[config.mk]
export PLATFORM = sky130hd
export DESIGN_NAME = ascii_hex_frame_encoder
export DESIGN_NICKNAME = d
export VERILOG_FILES = /design/src/ahfe_pkg.sv /design/src/ascii_hex_frame_encoder.sv
export SDC_FILE = /design/constraint.sdc
export NUM_CORES = 1
export LEC_CHECK = 0
export ABC_AREA = 1
export BUFFER_PORTS_ARGS = -buffer_cell sky130_fd_sc_hd__buf_2
export CAP_MARGIN = 20
export CORE_UTILIZATION = 50
export CTS_CLUSTER_SIZE = 25
export DETAILED_ROUTE_END_ITERATION = 6
export GPL_ROUTABILITY_DRIVEN = 0
export HOLD_SLACK_MARGIN = 0.1
export PLACE_DENSITY = 0.69
export SETUP_SLACK_MARGIN = 0.5
export SLEW_MARGIN = 10
export SYNTH_ARGS = -nofsm -noshare
export SYNTH_HDL_FRONTEND = slang
export SYNTH_SLANG_ARGS = --single-unit
[constraint.sdc]
create_clock -name clk -period 2.7 [get_ports clk]
set_input_delay 0.54 -clock clk [delete_from_list [all_inputs] [get_ports clk]]
set_output_delay 0.54 -clock clk [all_outputs]
set_load 0.03 [all_outputs]
[src/ahfe_pkg.sv]
`timescale 1ns / 1ps
// ----------------------------------------------------------------------------
// ahfe_pkg: shared definitions for the ASCII hex frame encoder
// Character slot codes, register indexes and the nibble-to-hex function.
// ----------------------------------------------------------------------------
package ahfe_pkg;

	localparam int unsigned BYTE_W = 8;
	localparam int unsigned CFG_INDEX_W = 2;

	localparam logic [CFG_INDEX_W-1:0] REG_HEAD_MARK = 2'd0;
	localparam logic [CFG_INDEX_W-1:0] REG_TAIL_MARK = 2'd1;

	localparam logic [BYTE_W-1:0] CKS_BASE = 8'hFF;
	localparam logic [BYTE_W-1:0] HI_MASK = 8'hF0;
	localparam logic [BYTE_W-1:0] LO_MASK = 8'h0F;
	localparam logic [3:0] TEN = 4'hA;

	typedef enum logic [3:0] {
		SLOT_HEAD0,
		SLOT_HEAD1,
		SLOT_HEAD2,
		SLOT_DATA_HI,
		SLOT_DATA_LO,
		SLOT_CKS_HI,
		SLOT_CKS_LO,
		SLOT_TAIL0,
		SLOT_TAIL1,
		SLOT_TAIL2
	} slot_t;

	function automatic logic [BYTE_W-1:0] nibble_char(input logic [3:0] n);
		logic [BYTE_W-1:0] c;
		if (n < TEN) begin
			c = 8'h30 + {4'h0, n};
		end else begin
			c = 8'h41 + {4'h0, n - TEN};
		end
		return c;
	endfunction

endpackage

[src/ascii_hex_frame_encoder.sv]
`timescale 1ns / 1ps
// ----------------------------------------------------------------------------
// ascii_hex_frame_encoder: payload bytes to framed ASCII hex characters
// Opens each frame with three head marks, sends every byte as two hex digits,
// then closes with the checksum digits and three tail marks.
// ----------------------------------------------------------------------------
// Each accepted payload beat becomes one output beat per character, one
// character per cycle while out_stall is low: 2 characters for a byte inside
// a frame, 5 for the first byte of a frame, 7 for the last byte and 10 for a
// one-byte frame. The single output register sets the rate; the next input
// beat is taken in the cycle the last character of the current one is
// loaded. Marks written through the configuration port apply to the next
// mark sent.
module ascii_hex_frame_encoder (
	input  logic                                  clk,
	input  logic                                  arst_n,
	input  logic                                  in_valid,
	output logic                                  in_stall,
	input  logic [ahfe_pkg::BYTE_W-1:0]           payload_byte,
	input  logic                                  frame_end,
	output logic                                  out_valid,
	input  logic                                  out_stall,
	output logic [ahfe_pkg::BYTE_W-1:0]           line_char,
	output logic                                  run_last,
	input  logic                                  cfg_wr_en,
	input  logic [ahfe_pkg::CFG_INDEX_W-1:0]      cfg_index,
	input  logic [ahfe_pkg::BYTE_W-1:0]           cfg_data
);
	import ahfe_pkg::*;

	logic [BYTE_W-1:0] head_mark_q;
	logic [BYTE_W-1:0] tail_mark_q;
	logic [BYTE_W-1:0] running_sum_q;
	logic              frame_open_q;

	logic              busy_s1;
	slot_t             slot_s1;
	logic [BYTE_W-1:0] byte_s1;
	logic [BYTE_W-1:0] cks_s1;
	logic              last_s1;

	logic              out_valid_q;
	logic [BYTE_W-1:0] line_char_q;
	logic              run_last_q;

	logic              accept;
	logic              out_free;
	logic              emit;
	logic              final_slot;
	logic [BYTE_W-1:0] sum_next;
	slot_t             slot_next;
	logic [BYTE_W-1:0] char_cur;

	assign out_free   = !out_valid_q || !out_stall;
	assign emit       = busy_s1 && out_free;
	assign final_slot = last_s1 ? (slot_s1 == SLOT_TAIL2) : (slot_s1 == SLOT_DATA_LO);
	assign in_stall   = busy_s1 && !(emit && final_slot);
	assign accept     = in_valid && !in_stall;
	assign sum_next   = running_sum_q + payload_byte;

	always_comb begin
		case (slot_s1)
			SLOT_HEAD0:   slot_next = SLOT_HEAD1;
			SLOT_HEAD1:   slot_next = SLOT_HEAD2;
			SLOT_HEAD2:   slot_next = SLOT_DATA_HI;
			SLOT_DATA_HI: slot_next = SLOT_DATA_LO;
			SLOT_DATA_LO: slot_next = SLOT_CKS_HI;
			SLOT_CKS_HI:  slot_next = SLOT_CKS_LO;
			SLOT_CKS_LO:  slot_next = SLOT_TAIL0;
			SLOT_TAIL0:   slot_next = SLOT_TAIL1;
			SLOT_TAIL1:   slot_next = SLOT_TAIL2;
			default:      slot_next = SLOT_HEAD0;
		endcase
	end

	always_comb begin
		case (slot_s1)
			SLOT_HEAD0, SLOT_HEAD1, SLOT_HEAD2: char_cur = head_mark_q;
			SLOT_DATA_HI: char_cur = nibble_char(4'((byte_s1 & HI_MASK) >> 4));
			SLOT_DATA_LO: char_cur = nibble_char(4'(byte_s1 & LO_MASK));
			SLOT_CKS_HI:  char_cur = nibble_char(4'((cks_s1 & HI_MASK) >> 4));
			SLOT_CKS_LO:  char_cur = nibble_char(4'(cks_s1 & LO_MASK));
			default:      char_cur = tail_mark_q;
		endcase
	end

	always_ff @(posedge clk or negedge arst_n) begin
		if (!arst_n) begin
			head_mark_q <= '0;
			tail_mark_q <= '0;
		end else if (cfg_wr_en) begin
			case (cfg_index)
				REG_HEAD_MARK: head_mark_q <= cfg_data;
				REG_TAIL_MARK: tail_mark_q <= cfg_data;
				default: ;
			endcase
		end
	end

	always_ff @(posedge clk or negedge arst_n) begin
		if (!arst_n) begin
			running_sum_q <= '0;
			frame_open_q  <= 1'b0;
		end else if (accept) begin
			running_sum_q <= frame_end ? '0 : sum_next;
			frame_open_q  <= !frame_end;
		end
	end

	always_ff @(posedge clk or negedge arst_n) begin
		if (!arst_n) begin
			busy_s1 <= 1'b0;
			slot_s1 <= SLOT_HEAD0;
		end else if (accept) begin
			busy_s1 <= 1'b1;
			slot_s1 <= frame_open_q ? SLOT_DATA_HI : SLOT_HEAD0;
		end else if (emit) begin
			busy_s1 <= !final_slot;
			slot_s1 <= slot_next;
		end
	end

	always_ff @(posedge clk) begin
		if (accept) begin
			byte_s1 <= payload_byte;
			cks_s1  <= CKS_BASE - sum_next;
			last_s1 <= frame_end;
		end
	end

	always_ff @(posedge clk or negedge arst_n) begin
		if (!arst_n) begin
			out_valid_q <= 1'b0;
		end else if (out_free) begin
			out_valid_q <= emit;
		end
	end

	always_ff @(posedge clk) begin
		if (emit) begin
			line_char_q <= char_cur;
			run_last_q  <= final_slot;
		end
	end

	assign out_valid = out_valid_q;
	assign line_char = line_char_q;
	assign run_last  = run_last_q;

`ifndef SYNTH
	a_accept_loads: assert property (@(posedge clk) disable iff (!arst_n)
		accept |=> busy_s1)
		else $error("Accepted beat did not occupy the item register.");

	a_idle_no_stall: assert property (@(posedge clk) disable iff (!arst_n)
		!busy_s1 |-> !in_stall)
		else $error("Input stalled with no item in progress.");

	a_frame_close: assert property (@(posedge clk) disable iff (!arst_n)
		accept && frame_end |=> !frame_open_q && running_sum_q == '0)
		else $error("Frame state not cleared after the last byte.");

	a_emit_continue: assert property (@(posedge clk) disable iff (!arst_n)
		emit && !final_slot |=> busy_s1 && slot_s1 == $past(slot_next))
		else $error("Character sequence did not advance.");
`endif

endmodule

== Word-level counts from Yosys, hierarchy flattened ==
Memory sizes are Yosys's and may differ from the RTL's.
Index checks and enable logic that the tools add are counted.
Storage, ports and cells
  word-level logic and storage cells: 68
  ROM bits: 64
  bits in registers: 57
  output and inout bits: 11
  input bits: 24
  memories kept: 1
Operators by class
  magnitude comparators: 4
  muxes and demuxes: 12
  equal/unequal tests: 8
  add/sub/neg operators: 14
  reduce and logical (&&, ||, !) cells: 17
Memories
  (name not given): words 16, width 4, rd ports 1, clocked after memory_dff 0, wr ports 0, line ascii_hex_frame_encoder.sv:62  | case (slot_s1)
Operators with widths (count)
  8-bit two-way mux: 5
  8-bit one-hot mux with 5 select lines: 1
  7-bit by 4-bit adder with 8-bit output, first input constant: 4
  6-bit by 4-bit adder with 7-bit output, first input constant: 4
  4-bit less-than comparator, second input constant: 4
  4-bit subtractor, second input constant: 4
  4-bit by 3-bit equality test with 1-bit output, second input constant: 3
  8-bit adder: 1
  4-bit by 2-bit equality test with 1-bit output, second input constant: 2
  4-bit two-way mux: 2
  8-bit subtractor, first input constant: 1
  1-bit zero test: 6
  4-bit by 1-bit equality test with 1-bit output, second input constant: 1
  4-bit equality test, second input constant: 1
  1-bit logical AND: 4
  4-bit zero test: 1
  2-bit AND reduction: 2
  1-bit two-way mux: 3
  3-bit OR reduction: 1
  2-bit by 1-bit equality test with 1-bit output, second input constant: 1
  2-bit zero test: 1
  2-bit two-way mux: 1
  2-bit nonzero test: 1
  1-bit logical OR: 1

== Logic depth before layout (Yosys ltp) ==
Gate-level depths: netlist of the first run.
  depth after elaboration: 9
  mapped depth: 11
  mapped depth without buffers: 11

== Worst setup path before layout of the first run ==
No wires, ideal clock.
  path kind: register to register
  from: register slot_s1[0]
  to: register byte_s1[0] (enable)
  setup time: 369 ps
  slack: 734 ps
  clock period less this slack: 1966 ps
  stages on the path, launching flop included: 10
  data arrival time: 1597 ps
  cell sequence: dfrtp_1 -> inv_1 -> ha_1 -> nand3_2 -> nand2_2 -> nand3_2 -> nand2_4 -> nand2_4 -> buf_6 -> inv_1
On the way
  cells in the longest elaborated chain, start to end: 7
RTL lines
  from (decl): line ascii_hex_frame_encoder.sv:37  | slot_t slot_s1;
  from (signal assigned): line ascii_hex_frame_encoder.sv:116  | slot_s1 <= frame_open_q ? SLOT_DATA_HI : SLOT_HEAD0;
  from (signal assigned): line ascii_hex_frame_encoder.sv:119  | slot_s1 <= slot_next;
  4-bit by 3-bit equality test with 1-bit output or 4-bit equality test (tied branches): line ascii_hex_frame_encoder.sv:56  | assign final_slot = last_s1 ? (slot_s1 == SLOT_TAIL2) : (slot_s1 == SLOT_DATA_LO);
  1-bit two-way mux *: line ascii_hex_frame_encoder.sv:56
  1-bit logical AND *: line ascii_hex_frame_encoder.sv:57  | assign in_stall = busy_s1 && !(emit && final_slot);
  1-bit zero test *: line ascii_hex_frame_encoder.sv:57
  1-bit logical AND *: line ascii_hex_frame_encoder.sv:57
  1-bit zero test *: line ascii_hex_frame_encoder.sv:58  | assign accept = in_valid && !in_stall;
  1-bit logical AND *: line ascii_hex_frame_encoder.sv:58
  named net accept: line ascii_hex_frame_encoder.sv:46  | logic accept;
  to (signal assigned): line ascii_hex_frame_encoder.sv:125  | byte_s1 <= payload_byte;
  to (decl): line ascii_hex_frame_encoder.sv:38  | logic [BYTE_W-1:0] byte_s1;
Mark *: on every way through the listed nets, which the timed path passes. The rest lies on a longest branch.
A chain may end at the register's enable or synchronous reset.

== Worst setup path after layout of the first run ==
  from: register slot_s1[0]
  to: output in_stall
On the way
  cells in the longest elaborated chain, start to end: 5
RTL lines
  4-bit by 3-bit equality test with 1-bit output or 4-bit equality test (tied branches): line ascii_hex_frame_encoder.sv:56
  1-bit two-way mux *: line ascii_hex_frame_encoder.sv:56
  1-bit logical AND *: line ascii_hex_frame_encoder.sv:57
  1-bit zero test *: line ascii_hex_frame_encoder.sv:57
  1-bit logical AND *: line ascii_hex_frame_encoder.sv:57
  to (decl): line ascii_hex_frame_encoder.sv:18  | output logic in_stall,
Every way passes the cells marked *; elsewhere a longest branch is shown, timed or not.

==> flow_metrics.py, run 1 <==
metrics = {
    "final_layout": {
        "synthToLayoutAreaGrowth_pct": 15.5,
        "final_common_cell": "nand2_1",
        "drive_above_1_share_pct": 15.5,
        "final_area_um2": 3920,
        "finalNetCount": 509,
        "antenna_cells": 0,
        "final_cell_mix": "nand2_1, inv_1, o21ai_0, buf_2, dfrtp_1",
    },
    "floorplan": {
        "row_count": 29,
        "chipWidth_um": 84.4,
        "fp.dieH_um": 84.4,
        "design.core.area_um2": 6460,
        "initial_utilization_pct": 52.5,
        "num_io_pins": 35,
        "die-area_um2": 7120,
    },
    "route": {
        "via_count": 2768,
        "finalWirelength_mm": 7.03,
        "ant_nets": 0,
        "post_drt_wl_per_cell_um": 13.0,
        "drc_errors": 10,
        "drt_iter0_markers": 166,
        "drt-vias-per-instance": 5.11,
        "dr.pass1.iters": 6,
    },
    "cts": {
        "htreeDepth": 3,
        "cts.sinks": 57,
        "cts_tree": "built",
        "numCtsBuffers": 9,
        "clk_pin_slew_ns": 0.07,
        "ctsLongestPathBuffers": 2,
        "clock_latency_ns": 0.35,
        "root_buffer": "clkbuf_8",
    },
    "worst_setup_path": {
        "reg2reg_from": "slot_s1[0]",
        "crit_fanout": 4,
        "start_kind": "register",
        "r2r-end": "byte_s1[6]",
        "cp-end-kind": "primary output",
        "required_ns": 2.16,
        "r2r_cells": 8,
        "critical_path_arrival_ns": 1.62,
        "crit_type": "register to primary output",
        "r2r_slack_ns": 0.71,
    },
    "timing": {
        "max_slew_margin_pct": 50.0,
        "final_max_slew_viol_count": 0,
        "skew_ns": 0.0105,
        "finalCriticalPeriod_ns": 2.16,
        "setup_violations": 0,
        "fin_setup_tns_ns": 0,
        "fin_crit_sh_pct": 80.0,
        "max_freq_mhz": 463,
        "rsz0062_at_grt": "false",
        "tightest_slew_ns": 0.750,
        "hold_viol_final": 0,
        "finalWorstSetupSlack_ns": 0.539,
    },
    "global_route": {
        "grtUsageMet3_pct": 6.29,
        "grtUsageMet1_pct": 27.1,
        "grt_start_max_net_pins": 32,
        "grt_usage_pct": 21.5,
        "busiest_layer": "met2",
        "grt_overflow": 0,
        "grt_pass1_wl_mm": 11.9,
        "grt_pass1_vias": 2669,
        "grt_use_met2_pct": 35.5,
        "antenna_found_initial": 0,
    },
    "yosys": {
        "synth_top_cell_by_area": "edfxtp_1",
        "syn_nets": 462,
        "netlist_area_um2": 3390,
        "yosys_warnings": 0,
        "ys_ff_latch": 57,
        "synth_cell_types": 31,
        "synth_top_area_share_pct": 23.0,
        "synth_seq_area_share_pct": 45.9,
        "synthCells": 413,
        "synth.avg_cell_area_um2": 8.21,
        "synthTopCellsByArea": "edfxtp_1, dfrtp_1, nand2_1",
    },
    "power": {
        "peakVddDrop_mv": 0.525,
        "p_leak_uw": 0.00204,
        "powerDensity_nw_per_um2": 971,
    },
    "outcome": {
        "violations": "DRC",
        "status": "finished, violations left",
    },
    "placement": {
        "hpwl_mm": 5.30,
        "io_buffers": 34,
        "post-place-ws_ns": 0.532,
        "place_area_um2": 3640,
    },
    "job": {
        "drv_cap": 0,
    },
    "hold_path": {
        "hold_path.class": "input port to async pin",
    },
}
## through the flow
stage / util (%) / instances / power [µW] / hold WS (ns)
after CTS: 60.1 / 539 / 3770 / 0.283
after floorplan: - / 413 / 2500 / 0.244
final: 60.7 / 542 / 3810 / 0.256
after global routing: 60.7 / 542 / 4100 / 0.319
after global placement: 56.4 / 521 / 2850 / 0.461
after detailed placement: 56.4 / 521 / 2900 / 0.463
## how the worst max path moves through the flow
stage / startpoint / endpoint / depth (start not counted)
CTS: slot_s1[0] / in_stall / 8
global route: slot_s1[0] / in_stall / 8
global placement: slot_s1[0] / cks_s1[0] / 8
detailed placement: slot_s1[0] / cks_s1[0] / 8
floorplan: slot_s1[0] / byte_s1[0] / 9
finish: slot_s1[0] / in_stall / 8
## cell usage after synthesis
| library cell | number |
|---|---|
| or2_2 | 1 |
| a22oi_1 | 1 |
| a21oi_1 | 8 |
| nand3_2 | 2 |
| nor2_2 | 1 |
| ha_1 | 24 |
| nand3b_4 | 1 |
| buf_6 | 1 |
| nand2_4 | 2 |
| nand2_2 | 1 |
| a21o_1 | 1 |
| nand3_1 | 27 |
| clkbuf_1 | 2 |
| nand3b_1 | 4 |
| o21ai_0 | 34 |
| dfrtp_1 | 31 |
| inv_2 | 2 |
| xnor2_1 | 4 |
| nand2_1 | 131 |
| a21boi_0 | 1 |
| xor2_1 | 7 |
| edfxtp_1 | 26 |
| a211oi_1 | 1 |
| o21ai_1 | 9 |
| fa_1 | 1 |
| nor2_4 | 1 |
| nor2_1 | 23 |
| and2_2 | 1 |
| nand4_1 | 6 |
| inv_1 | 58 |
| a22o_1 | 1 |
## registers in the layout (all words and copies together), names as in the netlist
| signal | count |
|---|---|
| run_last | 1 |
| busy_s1 | 1 |
| head_mark_q | 8 |
| line_char | 8 |
| tail_mark_q | 8 |
| byte_s1 | 8 |
| frame_open_q | 1 |
| out_valid | 1 |
| slot_s1 | 4 |
| cks_s1 | 8 |
| last_s1 | 1 |
| running_sum_q | 8 |
## kinds of logic (layout without fill, tap and decap cells)
group | Yosys count | in the layout | synth area share [%]
compound gates | 56 | 56 | 8.67
xor+xnor | 11 | 11 | 2.84
fa+ha+maj | 25 | 25 | 9.44
buf+inv | 63 | 115 | 7.19
flops | 57 | 57 | 45.9
simple gates | 201 | 201 | 26.0
## metal layers
metal	wire length [µm]	up-vias	part of all wire, %
met5	0	-	0
met4	164	0	2.3
met3	320	15	4.6
met2	3270	55	47
met1	3270	1267	47
li1	-	1431	-
## area by class of cell
cell class	count	area, µm²
Inverter	60	225
Timing Repair Buffer	39	210
Fill cell	591	2540
Clock buffer	10	138
Clock inverter	6	66.3
Sequential cell	57	1560
Tap cell	77	96.3
Multi-Input combinational cell	293	1630
## report_power, final
group | internal, µW | leakage [µW] | switching, µW | total [µW]
logic | 586 | 0.00131 | 1050 | 1640
clock network | 452 | 0.0000949 | 362 | 813
registers | 1220 | 0.000636 | 137 | 1360
## critical path: stages, from the launching register on
cell and delay [ns]:
dfrtp_1 0.40, buf_4 0.15, ha_4 0.16, nand3_1 0.10, nand2_2 0.06, nand3_2 0.09, nand2_4 0.07, inv_1 0.06
clkbuf_4 0.17
## timing repair
item                                    4_1_cts  5_1_grt
setup buffers                                 2        3
hold buffers                                  0        0
endpoints found under the setup margin        1        1
pin swaps                                     0        1
gates resized for setup                       4        5
(Power assumes the default switching activity.)
==> inputs of run 2 (changes only) <==
- PLACE_DENSITY: 0.69 -> 0.72
- clock period: 2.7 -> 1.9 ns (I/O delays scaled with it)
==> run 2 against run 1 <==
Compared with the run above: the run still ends with DRC left; non-clock buffer count rose by 25; clock-buffer cell count fell by 1; via count rose by 7.9%; sequential share of layout area fell by 5.6 points; highest routed layer unchanged.
==> flow_metrics.py, run 2 (synthesized netlist as in run 1, its figures left out) <==
metrics = {
    "global_route": {
        "grt_start_max_net_pins": 17,
        "grt_usage_pct": 23.0,
        "antenna_found_initial": 0,
        "grt_pass1_wl_mm": 12.8,
        "grt_overflow": 0,
        "grt_pass1_vias": 2864,
    },
    "final_layout": {
        "antenna_cells": 0,
        "finalCoreUtilization_pct": 70.8,
        "nFillCells": 471,
        "synthToLayoutAreaGrowth_pct": 34.8,
        "final_cell_mix": "nand2_1, inv_1, buf_2, dfrtp_1, o21ai_0",
        "drive_above_1_share_pct": 35.6,
        "final_common_cell": "nand2_1",
        "finalNetCount": 535,
        "final_area_um2": 4570,
    },
    "route": {
        "ant_nets": 0,
        "finalWirelength_mm": 8.03,
        "post_drt_wl_per_cell_um": 14.1,
        "drt_iter0_markers": 152,
        "via_count": 2988,
        "dr.pass1.iters": 7,
        "drt-vias-per-instance": 5.26,
        "drc_errors": 6,
    },
    "floorplan": {
        "chipWidth_um": 84.4,
        "fp.dieH_um": 84.4,
        "design.core.area_um2": 6460,
        "row_count": 29,
        "die-area_um2": 7120,
        "initial_utilization_pct": 52.5,
        "num_io_pins": 35,
    },
    "timing": {
        "finalCriticalPeriod_ns": 1.89,
        "max_freq_mhz": 530,
        "skew_ns": 0.0108,
        "holdWs_ns": 0.238,
        "tightest_slew_ns": 0.647,
        "fin_setup_tns_ns": 0,
        "fin_crit_sh_pct": 99.4,
        "rsz0062_at_grt": "true",
        "hold_viol_final": 0,
        "setup_violations": 0,
        "max_slew_margin_pct": 56.6,
        "final_max_slew_viol_count": 0,
        "finalWorstSetupSlack_ns": 0.0120,
    },
    "cts": {
        "clk_pin_slew_ns": 0.07,
        "numCtsBuffers": 9,
        "ctsLongestPathBuffers": 2,
        "cts_tree": "built",
        "cts.sinks": 57,
        "htreeDepth": 3,
        "root_buffer": "clkbuf_8",
        "clock_latency_ns": 0.34,
    },
    "worst_setup_path": {
        "critPathCapture": "in_stall",
        "cp-end-kind": "primary output",
        "crit_start": "slot_s1[0]",
        "r2r_slack_ns": 0.01,
        "crit_fanout": 4,
        "r2r_cells": 12,
        "r2r-end": "cks_s1[6]",
        "required_ns": 1.52,
        "start_kind": "register",
        "crit_type": "register to primary output",
        "reg2reg_from": "slot_s1[0]",
        "critical_path_arrival_ns": 1.51,
    },
    "power": {
        "p_leak_uw": 0.00224,
        "peakVddDrop_mv": 0.858,
        "powerDensity_nw_per_um2": 1390,
    },
    "placement": {
        "place_area_um2": 3800,
        "io_buffers": 34,
        "hpwl_mm": 5.34,
        "post-place-ws_ns": 0.174,
    },
    "job": {
        "drv_cap": 0,
    },
    "outcome": {
        "status": "finished, violations left",
        "violations": "DRC",
    },
    "hold_path": {
        "hold_path.class": "input port to register",
    },
}
## run 2: area by class of cell
type                            count  area [µm²]  area share (%)
Multi-Input combinational cell    294        2010            43.9
Sequential cell                    57        1560            34.1
Timing Repair Buffer               64         483            10.6
Inverter                           60         231            5.06
Clock buffer                        9         124            2.71
Tap cell                           77        96.3            2.11
Clock inverter                      7        70.1            1.53
## run 2: how the worst min path moves through the flow
stage               startpoint        endpoint  slack (ns)  cells past startpoint
floorplan               arst_n         busy_s1        0.08                      0
global placement        arst_n  tail_mark_q[4]        0.30                      1
detailed placement      arst_n  head_mark_q[6]        0.30                      1
CTS                  frame_end         last_s1        0.22                      1
global route         frame_end         last_s1        0.24                      1
finish               frame_end         last_s1        0.24                      1
## run 2: stage by stage
stage                     power, µW  std cells
final                          6340        568
after floorplan                3760        413
after global placement         4260        524
after CTS                      5770        556
after global routing           6770        568
after detailed placement       4310        524
## run 2: critical path, cell delays in order, from the launching register on
cell,delay [ns]
dfrtp_2,0.45
inv_2,0.09
ha_4,0.14
nand3_4,0.06
nand2_2,0.08
nand3_2,0.10
nand2_4,0.08
inv_2,0.04
buf_6,0.12
## run 2: metal layers
metal / vias to the layer above / part of all wire (%) / global-route usage, %
met1: 1382 / 42 / 27.6
li1: 1491 / - / -
met3: 20 / 4.8 / 4.23
met2: 95 / 51 / 40.8
met4: 0 / 2.4 / 9.55
met5: - / 0 / 0
## run 2: report_power, final
group	internal (µW)	switching, µW
logic	1370	1850
clock network	604	526
registers	1740	253
total	3710	2630
## run 2: what timing repair did
item / 4_1_cts / 5_1_grt
hold endpoints to repair: 12 / 0
pin swaps: 13 / 30
setup buffers: 14 / 10
gates cloned: 1 / 2
endpoints found under the setup margin: 46 / 46
resized for setup: 33 / 52
hold buffers: 1 / 0
==> inputs of run 3 (changes only) <==
- BUFFER_PORTS_ARGS: -buffer_cell sky130_fd_sc_hd__buf_2 -> -buffer_cell sky130_fd_sc_hd__buf_4
==> run 3 against run 2 <==
Compared with the run above: the run still ends with DRC left; setup slack better by 0.021 ns; hold slack got worse by 0.0057 ns; clock power hardly changed; flip-flop and latch count unchanged; global-route usage increased by 2.0 points; sequential power hardly changed; routed wire length up 6.2%; first-iteration DRC count decreased by 5.9%; non-clock buffer count is 3 lower; sequential share of layout area down 0.58 points; largest power group unchanged; die area did not move; final area increased by 1.6%.
==> flow_metrics.py, run 3 (synthesized netlist as in run 1, its figures left out) <==
metrics = {
    "power": {
        "powerDensity_nw_per_um2": 1390,
        "peakVddDrop_mv": 0.861,
        "p_leak_uw": 0.00227,
    },
    "cts": {
        "cts.sinks": 57,
        "root_buffer": "clkbuf_8",
        "clk_pin_slew_ns": 0.07,
        "clock_latency_ns": 0.34,
        "cts_tree": "built",
        "ctsLongestPathBuffers": 2,
        "numCtsBuffers": 9,
        "htreeDepth": 3,
    },
    "worst_setup_path": {
        "cp-end-kind": "primary output",
        "critical_path_arrival_ns": 1.49,
        "start_kind": "register",
        "required_ns": 1.52,
        "r2r_slack_ns": 0.04,
        "r2r-end": "cks_s1[6]",
        "crit_fanout": 3,
        "crit_type": "register to primary output",
        "r2r_cells": 12,
        "reg2reg_from": "slot_s1[0]",
        "crit_start": "slot_s1[0]",
        "critPathCapture": "in_stall",
    },
    "final_layout": {
        "drive_above_1_share_pct": 33.8,
        "final_cells": 565,
        "final_cell_mix": "nand2_1, buf_4, inv_1, dfrtp_1, o21ai_0",
        "finalCoreUtilization_pct": 71.9,
        "finalNetCount": 532,
        "synthToLayoutAreaGrowth_pct": 36.9,
        "antenna_cells": 0,
        "final_common_cell": "nand2_1",
    },
    "job": {
        "drv_cap": 0,
    },
    "route": {
        "drt_iter0_markers": 143,
        "drc_errors": 7,
        "post_drt_wl_per_cell_um": 15.1,
        "dr.pass1.iters": 6,
        "via_count": 2989,
        "drt-vias-per-instance": 5.29,
        "finalWirelength_mm": 8.52,
        "ant_nets": 0,
    },
    "placement": {
        "hpwl_mm": 5.53,
        "post-place-ws_ns": 0.147,
        "dpl.cell_count": 522,
        "io_buffers": 34,
    },
    "timing": {
        "hold_viol_final": 0,
        "skew_ns": 0.00521,
        "final_max_slew_viol_count": 0,
        "finalCriticalPeriod_ns": 1.87,
        "tightest_slew_ns": 0.575,
        "setup_violations": 0,
        "finalWorstSetupSlack_ns": 0.0331,
        "rsz0062_at_grt": "true",
        "max_slew_margin_pct": 61.5,
        "fin_crit_sh_pct": 98.3,
        "max_freq_mhz": 536,
    },
    "global_route": {
        "grt_usage_pct": 25.0,
        "grt_start_max_net_pins": 32,
        "antenna_found_initial": 0,
        "grt_pass1_wl_mm": 13.8,
        "grt_overflow": 0,
        "grt_pass1_vias": 3021,
    },
    "floorplan": {
        "fp.dieH_um": 84.4,
        "row_count": 29,
        "num_io_pins": 35,
        "chipWidth_um": 84.4,
        "die-area_um2": 7120,
        "design.core.area_um2": 6460,
        "initial_utilization_pct": 52.5,
    },
    "outcome": {
        "violations": "DRC",
        "status": "finished, violations left",
    },
    "hold_path": {
        "hold_path.class": "input port to register",
        "hp-start": "payload_byte[7]",
    },
}
==> run 3: metal layers <==
metal	GRT usage, %	wire length [µm]
met5	0	0
met4	11.4	208
met3	4.13	347
met2	46.2	4620
met1	28.3	3350
==> run 3: worst min path at each step <==
stage	to	slack, ns	cells past startpoint
after CTS	byte_s1[7]	0.23	1
after global placement	head_mark_q[5]	0.36	1
after floorplan	busy_s1	0.08	0
after global routing	byte_s1[7]	0.23	1
final	byte_s1[7]	0.23	1
after detailed placement	head_mark_q[5]	0.36	1
==> run 3: area by class of cell <==
type	count	area [µm²]
Clock buffer	10	138
Clock inverter	6	57.6
Fill cell	469	1810
Inverter	60	234
Multi-Input combinational cell	294	1980
Sequential cell	57	1560
Tap cell	77	96.3
Timing Repair Buffer	61	581
==> run 3: critical path, stage by stage, from the launching register on <==
cell and delay, ns:
dfrtp_2 0.44, inv_2 0.08, ha_4 0.14, nand3_4 0.07, nand2_2 0.08, nand3_2 0.08, nand2_4 0.09, inv_2 0.04
buf_6 0.12
==> run 3: where the power goes <==
part           internal [µW]  total, µW  switching [µW]  leakage [µW]
Clock                    631       1150             515      0.000102
Sequential              1730       1990             251      0.000635
Combinational           1420       3340            1920       0.00153
Total                   3790       6470            2680       0.00227
==> run 3: stage by stage <==
stage               setup TNS (ns)  cell area (µm²)  total power [µW]  hold slack [ns]
finish                           0             4640              6470            0.233
global route                -0.455             4640              6860            0.233
CTS                              0             4490              6080            0.231
detailed placement               0             3870              4410            0.359
global placement                 0             3870              4340            0.355
floorplan                        0             3530              3760           0.0844
==> run 3: timing repair <==
action	4_1_cts	5_1_grt
setup endpoints to repair	46	47
hold buffers	1	0
endpoints found under the hold margin	31	0
resized for setup	52	26
gates cloned	3	1
pin swaps	29	22
buffers inserted	18	4
